[src/design/swpfc_pkg.sv]
// ----------------------------------------------------------------------------
// swpfc_pkg
// Shared types and constants of the single-wire pulse and frame codec.
// ----------------------------------------------------------------------------
`default_nettype none

package swpfc_pkg;

    // input item kinds (tuser of the slave side)
    localparam logic [2:0] KIND_CALIBRATE = 3'd0;
    localparam logic [2:0] KIND_HEADER    = 3'd1;
    localparam logic [2:0] KIND_BYTE      = 3'd2;
    localparam logic [2:0] KIND_PULSE     = 3'd3;
    localparam logic [2:0] KIND_ARM       = 3'd4;

    // configuration register indexes
    localparam logic CFG_SYNC_MIN = 1'b0;
    localparam logic CFG_SYNC_MAX = 1'b1;

    localparam logic [15:0] SYNC_MIN_RESET = 16'd50;
    localparam logic [15:0] SYNC_MAX_RESET = 16'd1000;

    localparam int RX_BUF_SIZE = 32;
    localparam int QDEPTH      = 4;
    localparam int QPTR_W      = $clog2(QDEPTH);

    localparam int HDR_SYMS  = 5;
    localparam int BYTE_SYMS = 10;

    localparam int IN_DATA_W  = 24;
    localparam int OUT_DATA_W = 48;
    localparam int OUT_USER_W = 2;

    typedef enum logic [1:0] {
        CMD_STATUS = 2'd0,
        CMD_FRAME  = 2'd1,
        CMD_RX     = 2'd2
    } cmd_op_t;

    // status: word[0]; frame: word[9:0] symbols in send order from bit 0;
    // rx: received word
    typedef struct packed {
        cmd_op_t     op;
        logic [31:0] word;
        logic [3:0]  nsym;
    } cmd_t;

endpackage : swpfc_pkg

`default_nettype wire

[src/design/swpfc_front.sv]
// ----------------------------------------------------------------------------
// swpfc_front
// Accepts input items, keeps calibration and receive state, and turns every
// item that yields results into one command for the queue.
// ----------------------------------------------------------------------------
`default_nettype none

module swpfc_front
(
    input  wire logic                 clk,
    input  wire logic                 rst_n,
    input  wire logic                 cfg_valid,
    output logic                      cfg_ready,
    input  wire logic                 cfg_index,
    input  wire logic [15:0]          cfg_data,
    input  wire logic                 in_valid,
    output logic                      in_ready,
    input  wire logic [2:0]           kind,
    input  wire logic [7:0]           payload,
    input  wire logic [15:0]          pulse_width,
    input  wire logic                 q_full,
    output logic                      q_push,
    output swpfc_pkg::cmd_t           q_cmd
);

    logic [15:0] sync_min_reg;
    logic [15:0] sync_max_reg;
    logic [10:0] thr_reg,      thr_next;
    logic        armed_reg,    armed_next;
    logic [5:0]  expected_reg, expected_next;
    logic [5:0]  count_reg,    count_next;
    logic [31:0] shift_reg,    shift_next;

    logic        accept;
    logic        out_of_range;
    logic        rx_bit;
    logic [7:0]  arm_n;

    assign cfg_ready = 1'b1;
    assign in_ready  = !q_full;
    assign accept    = in_valid && in_ready;

    assign out_of_range = (pulse_width < sync_min_reg) || (pulse_width > sync_max_reg);
    assign rx_bit       = pulse_width < {5'd0, thr_reg};
    assign arm_n        = (payload > 8'(swpfc_pkg::RX_BUF_SIZE))
                          ? 8'(swpfc_pkg::RX_BUF_SIZE) : payload;

    always_comb
    begin
        thr_next      = thr_reg;
        armed_next    = armed_reg;
        expected_next = expected_reg;
        count_next    = count_reg;
        shift_next    = shift_reg;
        q_push        = 1'b0;
        q_cmd.op      = swpfc_pkg::CMD_STATUS;
        q_cmd.word    = 32'd0;
        q_cmd.nsym    = 4'd0;
        if (accept)
        begin
            unique case (kind)
                swpfc_pkg::KIND_CALIBRATE:
                begin
                    q_push        = 1'b1;
                    q_cmd.word[0] = out_of_range;
                    if (!out_of_range)
                    begin
                        thr_next = pulse_width[15:5];
                    end
                end
                swpfc_pkg::KIND_HEADER:
                begin
                    q_push     = 1'b1;
                    q_cmd.op   = swpfc_pkg::CMD_FRAME;
                    q_cmd.word = {27'd0, payload[0], payload[1], payload[2],
                                  payload[3], 1'b0};
                    q_cmd.nsym = 4'(swpfc_pkg::HDR_SYMS);
                end
                swpfc_pkg::KIND_BYTE:
                begin
                    q_push     = 1'b1;
                    q_cmd.op   = swpfc_pkg::CMD_FRAME;
                    q_cmd.word = {22'd0, ^payload, payload[0], payload[1], payload[2],
                                  payload[3], payload[4], payload[5], payload[6],
                                  payload[7], 1'b0};
                    q_cmd.nsym = 4'(swpfc_pkg::BYTE_SYMS);
                end
                swpfc_pkg::KIND_PULSE:
                begin
                    if (armed_reg)
                    begin
                        shift_next = {shift_reg[30:0], rx_bit};
                        count_next = count_reg + 6'd1;
                        if (count_next >= expected_reg)
                        begin
                            armed_next = 1'b0;
                            q_push     = 1'b1;
                            q_cmd.op   = swpfc_pkg::CMD_RX;
                            q_cmd.word = shift_next;
                        end
                    end
                end
                swpfc_pkg::KIND_ARM:
                begin
                    expected_next = arm_n[5:0];
                    count_next    = 6'd0;
                    shift_next    = 32'd0;
                    armed_next    = arm_n != 8'd0;
                end
                default:
                begin
                end
            endcase
        end
    end

    always_ff @(posedge clk or negedge rst_n)
    begin
        if (!rst_n)
        begin
            sync_min_reg <= swpfc_pkg::SYNC_MIN_RESET;
            sync_max_reg <= swpfc_pkg::SYNC_MAX_RESET;
            thr_reg      <= '0;
            armed_reg    <= 1'b0;
            expected_reg <= '0;
            count_reg    <= '0;
            shift_reg    <= '0;
        end
        else
        begin
            if (cfg_valid && cfg_ready)
            begin
                unique case (cfg_index)
                    swpfc_pkg::CFG_SYNC_MIN: sync_min_reg <= cfg_data;
                    swpfc_pkg::CFG_SYNC_MAX: sync_max_reg <= cfg_data;
                    default:
                    begin
                    end
                endcase
            end
            thr_reg      <= thr_next;
            armed_reg    <= armed_next;
            expected_reg <= expected_next;
            count_reg    <= count_next;
            shift_reg    <= shift_next;
        end
    end

endmodule : swpfc_front

`default_nettype wire

[src/design/swpfc_queue.sv]
// ----------------------------------------------------------------------------
// swpfc_queue
// Short command queue between the front and back parts.
// ----------------------------------------------------------------------------
`default_nettype none

module swpfc_queue
(
    input  wire logic                 clk,
    input  wire logic                 rst_n,
    input  wire logic                 push,
    input  wire swpfc_pkg::cmd_t      push_cmd,
    output logic                      full,
    input  wire logic                 pop,
    output logic                      head_valid,
    output swpfc_pkg::cmd_t           head_cmd
);

    localparam int CNT_W = $clog2(swpfc_pkg::QDEPTH + 1);

    swpfc_pkg::cmd_t                  mem_reg [swpfc_pkg::QDEPTH];
    logic [swpfc_pkg::QPTR_W-1:0]     wr_ptr_reg, wr_ptr_next;
    logic [swpfc_pkg::QPTR_W-1:0]     rd_ptr_reg, rd_ptr_next;
    logic [CNT_W-1:0]                 cnt_reg,    cnt_next;

    assign full       = cnt_reg == CNT_W'(swpfc_pkg::QDEPTH);
    assign head_valid = cnt_reg != '0;
    assign head_cmd   = mem_reg[rd_ptr_reg];

    always_comb
    begin
        wr_ptr_next = push ? wr_ptr_reg + 1'b1 : wr_ptr_reg;
        rd_ptr_next = pop  ? rd_ptr_reg + 1'b1 : rd_ptr_reg;
        cnt_next    = cnt_reg + CNT_W'(push) - CNT_W'(pop);
    end

    always_ff @(posedge clk)
    begin
        if (push)
        begin
            mem_reg[wr_ptr_reg] <= push_cmd;
        end
    end

    always_ff @(posedge clk or negedge rst_n)
    begin
        if (!rst_n)
        begin
            wr_ptr_reg <= '0;
            rd_ptr_reg <= '0;
            cnt_reg    <= '0;
        end
        else
        begin
            wr_ptr_reg <= wr_ptr_next;
            rd_ptr_reg <= rd_ptr_next;
            cnt_reg    <= cnt_next;
        end
    end

endmodule : swpfc_queue

`default_nettype wire

[src/design/swpfc_back.sv]
// ----------------------------------------------------------------------------
// swpfc_back
// Takes commands from the queue and emits one result per cycle into the output
// register while it is not stalled; frames are shifted out one symbol at a time.
// ----------------------------------------------------------------------------
`default_nettype none

module swpfc_back
(
    input  wire logic                           clk,
    input  wire logic                           rst_n,
    input  wire logic                           head_valid,
    input  wire swpfc_pkg::cmd_t                head_cmd,
    output logic                                pop,
    output logic                                out_valid,
    input  wire logic                           out_ready,
    output logic [swpfc_pkg::OUT_DATA_W-1:0]    out_data,
    output logic [swpfc_pkg::OUT_USER_W-1:0]    out_user,
    output logic                                out_last
);

    logic                                   cur_valid_reg, cur_valid_next;
    swpfc_pkg::cmd_t                        cur_reg,       cur_next;
    logic                                   ov_reg,        ov_next;
    logic [swpfc_pkg::OUT_DATA_W-1:0]       od_reg,        od_next;
    logic [swpfc_pkg::OUT_USER_W-1:0]       ou_reg,        ou_next;
    logic                                   ol_reg,        ol_next;

    logic        load_out;
    logic        advance;
    logic        cur_fin;
    logic [31:0] w;
    logic [7:0]  rx_byte;

    assign load_out = !ov_reg || out_ready;
    assign advance  = load_out && cur_valid_reg;
    assign cur_fin  = (cur_reg.op != swpfc_pkg::CMD_FRAME) || (cur_reg.nsym == 4'd1);
    assign pop      = head_valid && (!cur_valid_reg || (advance && cur_fin));
    assign w        = cur_reg.word;
    assign rx_byte  = w[8:1];

    always_comb
    begin
        cur_valid_next = cur_valid_reg;
        cur_next       = cur_reg;
        if (pop)
        begin
            cur_valid_next = 1'b1;
            cur_next       = head_cmd;
        end
        else if (advance)
        begin
            if (cur_fin)
            begin
                cur_valid_next = 1'b0;
            end
            else
            begin
                cur_next.word = {1'b0, cur_reg.word[31:1]};
                cur_next.nsym = cur_reg.nsym - 4'd1;
            end
        end
    end

    // tdata: status, sym_bit, rx_word, rx_ack, rx_data_byte, rx_parity_ok,
    // rx_start_ok; tuser: sym_valid, rx_done
    always_comb
    begin
        ov_next = ov_reg;
        od_next = od_reg;
        ou_next = ou_reg;
        ol_next = ol_reg;
        if (load_out)
        begin
            ov_next = cur_valid_reg;
            od_next = '0;
            ou_next = '0;
            ol_next = 1'b0;
            unique case (cur_reg.op)
                swpfc_pkg::CMD_STATUS:
                begin
                    od_next[0] = w[0];
                end
                swpfc_pkg::CMD_FRAME:
                begin
                    ou_next[0] = 1'b1;
                    od_next[1] = w[0];
                    ol_next    = cur_reg.nsym == 4'd1;
                end
                swpfc_pkg::CMD_RX:
                begin
                    ou_next[1]     = 1'b1;
                    od_next[33:2]  = w;
                    od_next[34]    = w[0];
                    od_next[42:35] = rx_byte;
                    od_next[43]    = w[0] == ^rx_byte;
                    od_next[44]    = w[9];
                end
                default:
                begin
                end
            endcase
        end
    end

    always_ff @(posedge clk or negedge rst_n)
    begin
        if (!rst_n)
        begin
            cur_valid_reg <= 1'b0;
            ov_reg        <= 1'b0;
        end
        else
        begin
            cur_valid_reg <= cur_valid_next;
            ov_reg        <= ov_next;
        end
    end

    always_ff @(posedge clk)
    begin
        cur_reg <= cur_next;
        od_reg  <= od_next;
        ou_reg  <= ou_next;
        ol_reg  <= ol_next;
    end

    assign out_valid = ov_reg;
    assign out_data  = od_reg;
    assign out_user  = ou_reg;
    assign out_last  = ol_reg;

endmodule : swpfc_back

`default_nettype wire

[src/design/single_wire_pulse_frame_codec_top.sv]
// ----------------------------------------------------------------------------
// single_wire_pulse_frame_codec_top
// Bit and frame codec for a single-wire debug link.
// ----------------------------------------------------------------------------
// Slave stream: one request per cycle while the queue has room; tuser = kind,
// tdata = payload and pulse width. Calibrate yields one status result,
// header five symbols and byte ten symbols (tlast on the final one of each),
// a pulse that completes an armed receive one done result; arm, other pulses
// and unused kinds yield nothing. Master stream: one result per cycle from an
// output register while the receiver is ready. Config channel: cfg_index 0
// sync min, 1 sync max; always ready. Write only while the block is idle.
// Path from request to first result: front, 4-deep command queue, symbol
// shifter, output register. Throughput is one result per cycle while the
// receiver is ready, set by the single output register; the front takes a
// request whenever the queue has room, and frames then leave the back one
// symbol per result.
// Reset clears receive state, threshold, queue and output valid; the sync bounds
// return to 50 and 1000. When the receiver stalls the output register holds,
// the back part stops, and the front keeps taking requests until the queue
// fills.
// ----------------------------------------------------------------------------
`default_nettype none

module single_wire_pulse_frame_codec_top
(
    input  wire logic                                clk,
    input  wire logic                                rst_n,
    input  wire logic                                cfg_valid,
    output logic                                     cfg_ready,
    input  wire logic                                cfg_index,
    input  wire logic [15:0]                         cfg_data,
    input  wire logic                                s_tvalid,
    output logic                                     s_tready,
    input  wire logic [swpfc_pkg::IN_DATA_W-1:0]     s_tdata,  // payload[7:0], pulse_width[23:8]
    input  wire logic [2:0]                          s_tuser,  // kind
    output logic                                     m_tvalid,
    input  wire logic                                m_tready,
    // status[0], sym_bit[1], rx_word[33:2], rx_ack[34], rx_data_byte[42:35],
    // rx_parity_ok[43], rx_start_ok[44], zero[47:45]
    output logic [swpfc_pkg::OUT_DATA_W-1:0]         m_tdata,
    output logic [swpfc_pkg::OUT_USER_W-1:0]         m_tuser,  // sym_valid[0], rx_done[1]
    output logic                                     m_tlast   // sym_last
);

    logic             q_full;
    logic             q_push;
    swpfc_pkg::cmd_t  q_cmd;
    logic             q_pop;
    logic             q_head_valid;
    swpfc_pkg::cmd_t  q_head;

    swpfc_front u_front
    (
        .clk         (clk),
        .rst_n       (rst_n),
        .cfg_valid   (cfg_valid),
        .cfg_ready   (cfg_ready),
        .cfg_index   (cfg_index),
        .cfg_data    (cfg_data),
        .in_valid    (s_tvalid),
        .in_ready    (s_tready),
        .kind        (s_tuser),
        .payload     (s_tdata[7:0]),
        .pulse_width (s_tdata[23:8]),
        .q_full      (q_full),
        .q_push      (q_push),
        .q_cmd       (q_cmd)
    );

    swpfc_queue u_queue
    (
        .clk        (clk),
        .rst_n      (rst_n),
        .push       (q_push),
        .push_cmd   (q_cmd),
        .full       (q_full),
        .pop        (q_pop),
        .head_valid (q_head_valid),
        .head_cmd   (q_head)
    );

    swpfc_back u_back
    (
        .clk        (clk),
        .rst_n      (rst_n),
        .head_valid (q_head_valid),
        .head_cmd   (q_head),
        .pop        (q_pop),
        .out_valid  (m_tvalid),
        .out_ready  (m_tready),
        .out_data   (m_tdata),
        .out_user   (m_tuser),
        .out_last   (m_tlast)
    );

endmodule : single_wire_pulse_frame_codec_top

`default_nettype wire

[config.mk]
export PLATFORM = sky130hd
export DESIGN_NAME = single_wire_pulse_frame_codec_top
export DESIGN_NICKNAME = d
export VERILOG_FILES = /design/src/design/swpfc_pkg.sv /design/src/design/swpfc_front.sv /design/src/design/swpfc_queue.sv /design/src/design/swpfc_back.sv /design/src/design/single_wire_pulse_frame_codec_top.sv
export SDC_FILE = /design/constraint.sdc
export NUM_CORES = 1
export LEC_CHECK = 0
export BUFFER_PORTS_ARGS = -buffer_cell sky130_fd_sc_hd__buf_2
export CORE_ASPECT_RATIO = 0.5
export CORE_UTILIZATION = 30
export CTS_BUF_LIST = sky130_fd_sc_hd__clkbuf_4
export CTS_CLUSTER_DIAMETER = 80
export CTS_CLUSTER_SIZE = 24
export DETAILED_ROUTE_END_ITERATION = 10
export GPL_ROUTABILITY_DRIVEN = 0
export PLACE_DENSITY_LB_ADDON = 0.05
export SLEW_MARGIN = 20
export SYNTH_ARGS = -nofsm -noshare
export SYNTH_HDL_FRONTEND = slang
export SYNTH_SLANG_ARGS = --single-unit
[constraint.sdc]
create_clock -name clk -period 9.35 [get_ports clk]
set_input_delay 0.935 -clock clk [delete_from_list [all_inputs] [get_ports clk]]
set_output_delay 0.935 -clock clk [all_outputs]
set_load 0.02 [all_outputs]
==> flow_metrics.env <==
export IMPL_status="complete, no violations"
export IMPL_numPortBuffers=98
export IMPL_synth_edf_count=220
export IMPL_dpl_cell_area_um2=15100
export IMPL_rr_worst_depth=12
export IMPL_drc=0
export IMPL_initial_core_util_pct=30.7
export IMPL_cts_inserted_buffers=17
export IMPL_fillCellCount=4514
export IMPL_arrival_ps=4460
export IMPL_avgSynthCellArea_um2=14.2
export IMPL_ys_ff_latch=316
export IMPL_crit_fanout=41
export IMPL_cts_hold_buf=0
export IMPL_finalMaxSlewViolations=0
export IMPL_yosys_warnings=0
export IMPL_largest_reg_flops=144
export IMPL_grt_pass1_wl_um=49200
export IMPL_die_w_um=307
export IMPL_fp_dieH_um=155
export IMPL_max_cap_viol_count=0
export IMPL_synth_top_cell_by_area="edfxtp_1"
export IMPL_p_leak_nw=6.08
export IMPL_clk_pin_slew_ps=250
export IMPL_cp_slowest_cell="inv_2"
export IMPL_row_count=55
export IMPL_grt_setup_unrepaired="false"
export IMPL_drtPass1Iterations=4
export IMPL_vias_per_cell=4.53
export IMPL_synth_area_leaders="edfxtp_1 (47%), dfrtp_1 (16%), mux4_2 (5.8%), ha_1 (5.4%), mux2_2 (3.9%)"
export IMPL_hold_class="primary input to async pin"
export IMPL_cp_end_kind="flip-flop"
export IMPL_hold_viol=0
export IMPL_postSynth_asyncResetShare_pct=30.4
export IMPL_syn_inst=982
export IMPL_grt_max_degree=50
export IMPL_r2r_start="u_back.out_valid"
export IMPL_final_cell_mix="edfxtp_1 (220), nand2_1 (104), buf_2 (97)"
export IMPL_synth_top_area_share_pct=47.2
export IMPL_drt_wl_total_um=31600
export IMPL_antenna_found_initial=2
export IMPL_clock_latency_ps=770
export IMPL_cts_htree_levels=1
export IMPL_skew_ps=65.7
export IMPL_synth_distinct_cells=52
export IMPL_setup_viol=0
export IMPL_timing_hold_ws_ps=205
export IMPL_fin_crit_sh_pct=40.5
export IMPL_grt_pass1_vias=8252
export IMPL_slowest_delay_ps=720
export IMPL_syn_area_um2=14000
export IMPL_num_vias=7692
export IMPL_maxSlewHeadroom_pct=28.0
export IMPL_r2r_end="u_queue.cnt_reg[2]"
export IMPL_clock_fmax_ghz=0.264
export IMPL_ant_nets=0
export IMPL_clockBufferDepth=3
export IMPL_grt_ovfl_total=0
export IMPL_coreArea_um2=45600
export IMPL_path_cells="nand2b_2, buf_4, nor2_1, or3_1, inv_2, ha_1, inv_1, ha_1, inv_1, fa_1, xnor2_1, xnor2_1"
export IMPL_routedWlPerCell_um=18.6
export IMPL_post_cts_buffers=0
export IMPL_final_layout_size_suffix_gt1_share_pct=24.2
export IMPL_setup_worst_path_class="flip-flop to flip-flop"
export IMPL_required_ps=10020
export IMPL_drt_iter0_drc=377
export IMPL_final_common_cell="edfxtp_1"
export IMPL_cts_root_buffer="clkbuf_4"
export IMPL_nNetsFinal=1170
export IMPL_cts_sinks=316
export IMPL_yosysSeqAreaShare_pct=64.5
export IMPL_hpwlAfterDp_um=19600
export IMPL_area_growth_pct=9.78
export IMPL_fin_crit_ps=3790
export IMPL_tightest_slew_ps=1080
export IMPL_finalSetupTns_ps=0
export IMPL_r2r_setup_slack_ps=5560
export IMPL_io_pins=103
export IMPL_ys_flop_type="edfxtp_1"
export IMPL_cp_start_kind="flip-flop"
export IMPL_cts_resized=0
export IMPL_power_density_nw_per_um2=241
export IMPL_die_area_um2=47500
export IMPL_irDropWorstVdd_mv=0.113
export IMPL_cts_tree="yes"
export IMPL_grt_usage_pct=13.5
export IMPL_finalInstanceArea_um2=15400
==> layout make-up <==
class	instances	area, um2	area share, %
tap	627	785	5.11
sequential	316	9020	58.8
inverter	67	251	1.64
clock buffer	23	173	1.12
clock inverter	5	31.3	0.204
antenna	2	5.00	0.0326
timing repair buffer	110	583	3.80
multi-input combinational	548	4500	29.3
==> worst max path at each step <==
stage / from / to / slack, ps / depth (start not counted)
after global placement: m_tready / u_queue.cnt_reg[2] / 4960 / 13
after global routing: u_back.out_valid / u_queue.cnt_reg[2] / 5310 / 12
after detailed placement: m_tready / u_queue.cnt_reg[2] / 4880 / 13
final: u_back.out_valid / u_queue.cnt_reg[2] / 5560 / 12
after floorplan: u_front.count_reg[0] / u_queue.mem_reg[0][10] / 4380 / 9
after CTS: u_back.out_valid / u_queue.cnt_reg[2] / 5510 / 12
==> synthesized netlist by cell type (23+ instances only) <==
library cell	instances
mux4_2	36
dfrtp_1	87
mux2_2	49
nand3_1	43
inv_1	66
ha_1	60
clkbuf_1	26
and2_1	60
o21ai_0	32
nand2_1	104
a21oi_1	23
edfxtp_1	220
==> critical path: cells and delay by family (launching register included) <==
family / cells / cell delay (ps)
buffers and inverters: 4 / 1300
adders and majority gates: 3 / 870
and+or+nand+nor: 3 / 690
DFF: 1 / 440
xor gates and xnor gates: 2 / 360
==> per-stage QoR <==
step / utilization (%) / power (W) / std cells / setup slack [ps]
after floorplan: - / 0.00287 / 984 / 4380
after global placement: 33.2 / 0.00321 / 1668 / 4960
after detailed placement: 33.2 / 0.00323 / 1668 / 4880
after CTS: 33.6 / 0.00380 / 1696 / 5510
after global routing: 33.6 / 0.00396 / 1697 / 5310
final: 33.7 / 0.00371 / 1698 / 5560
==> kinds of logic (layout without fill, tap and decap cells) <==
kind of cell,count (synthesis),after routing,share of synthesized area (%)
DFF,316,316,64.5
AOI/OAI and AO/OA,97,97,4.43
buffers and inverters,120,205,3.75
other,2,6,0.0537
xor gates and xnor gates,21,21,1.31
muxes,95,95,10.8
and+or+nand+nor,270,270,9.64
adders and majority gates,61,61,5.51
==> where the power goes <==
part | switching (W) | internal [W] | total, W
clock | 0.000436 | 0.000118 | 0.000553
combinational | 0.000574 | 0.000541 | 0.00111
sequential | 0.000202 | 0.00184 | 0.00204
==> routing by layer <==
metal	vias to the layer above	share of wire (%)	GRT usage, %	wire length [um]
li1	3669	-	-	-
met3	26	2.9	2.29	910
met4	0	1.4	2.30	451
met5	-	0	0	0
met1	3924	49	18.7	15300
met2	73	47	22.6	14900
Power figures use the tool's default switching activity.
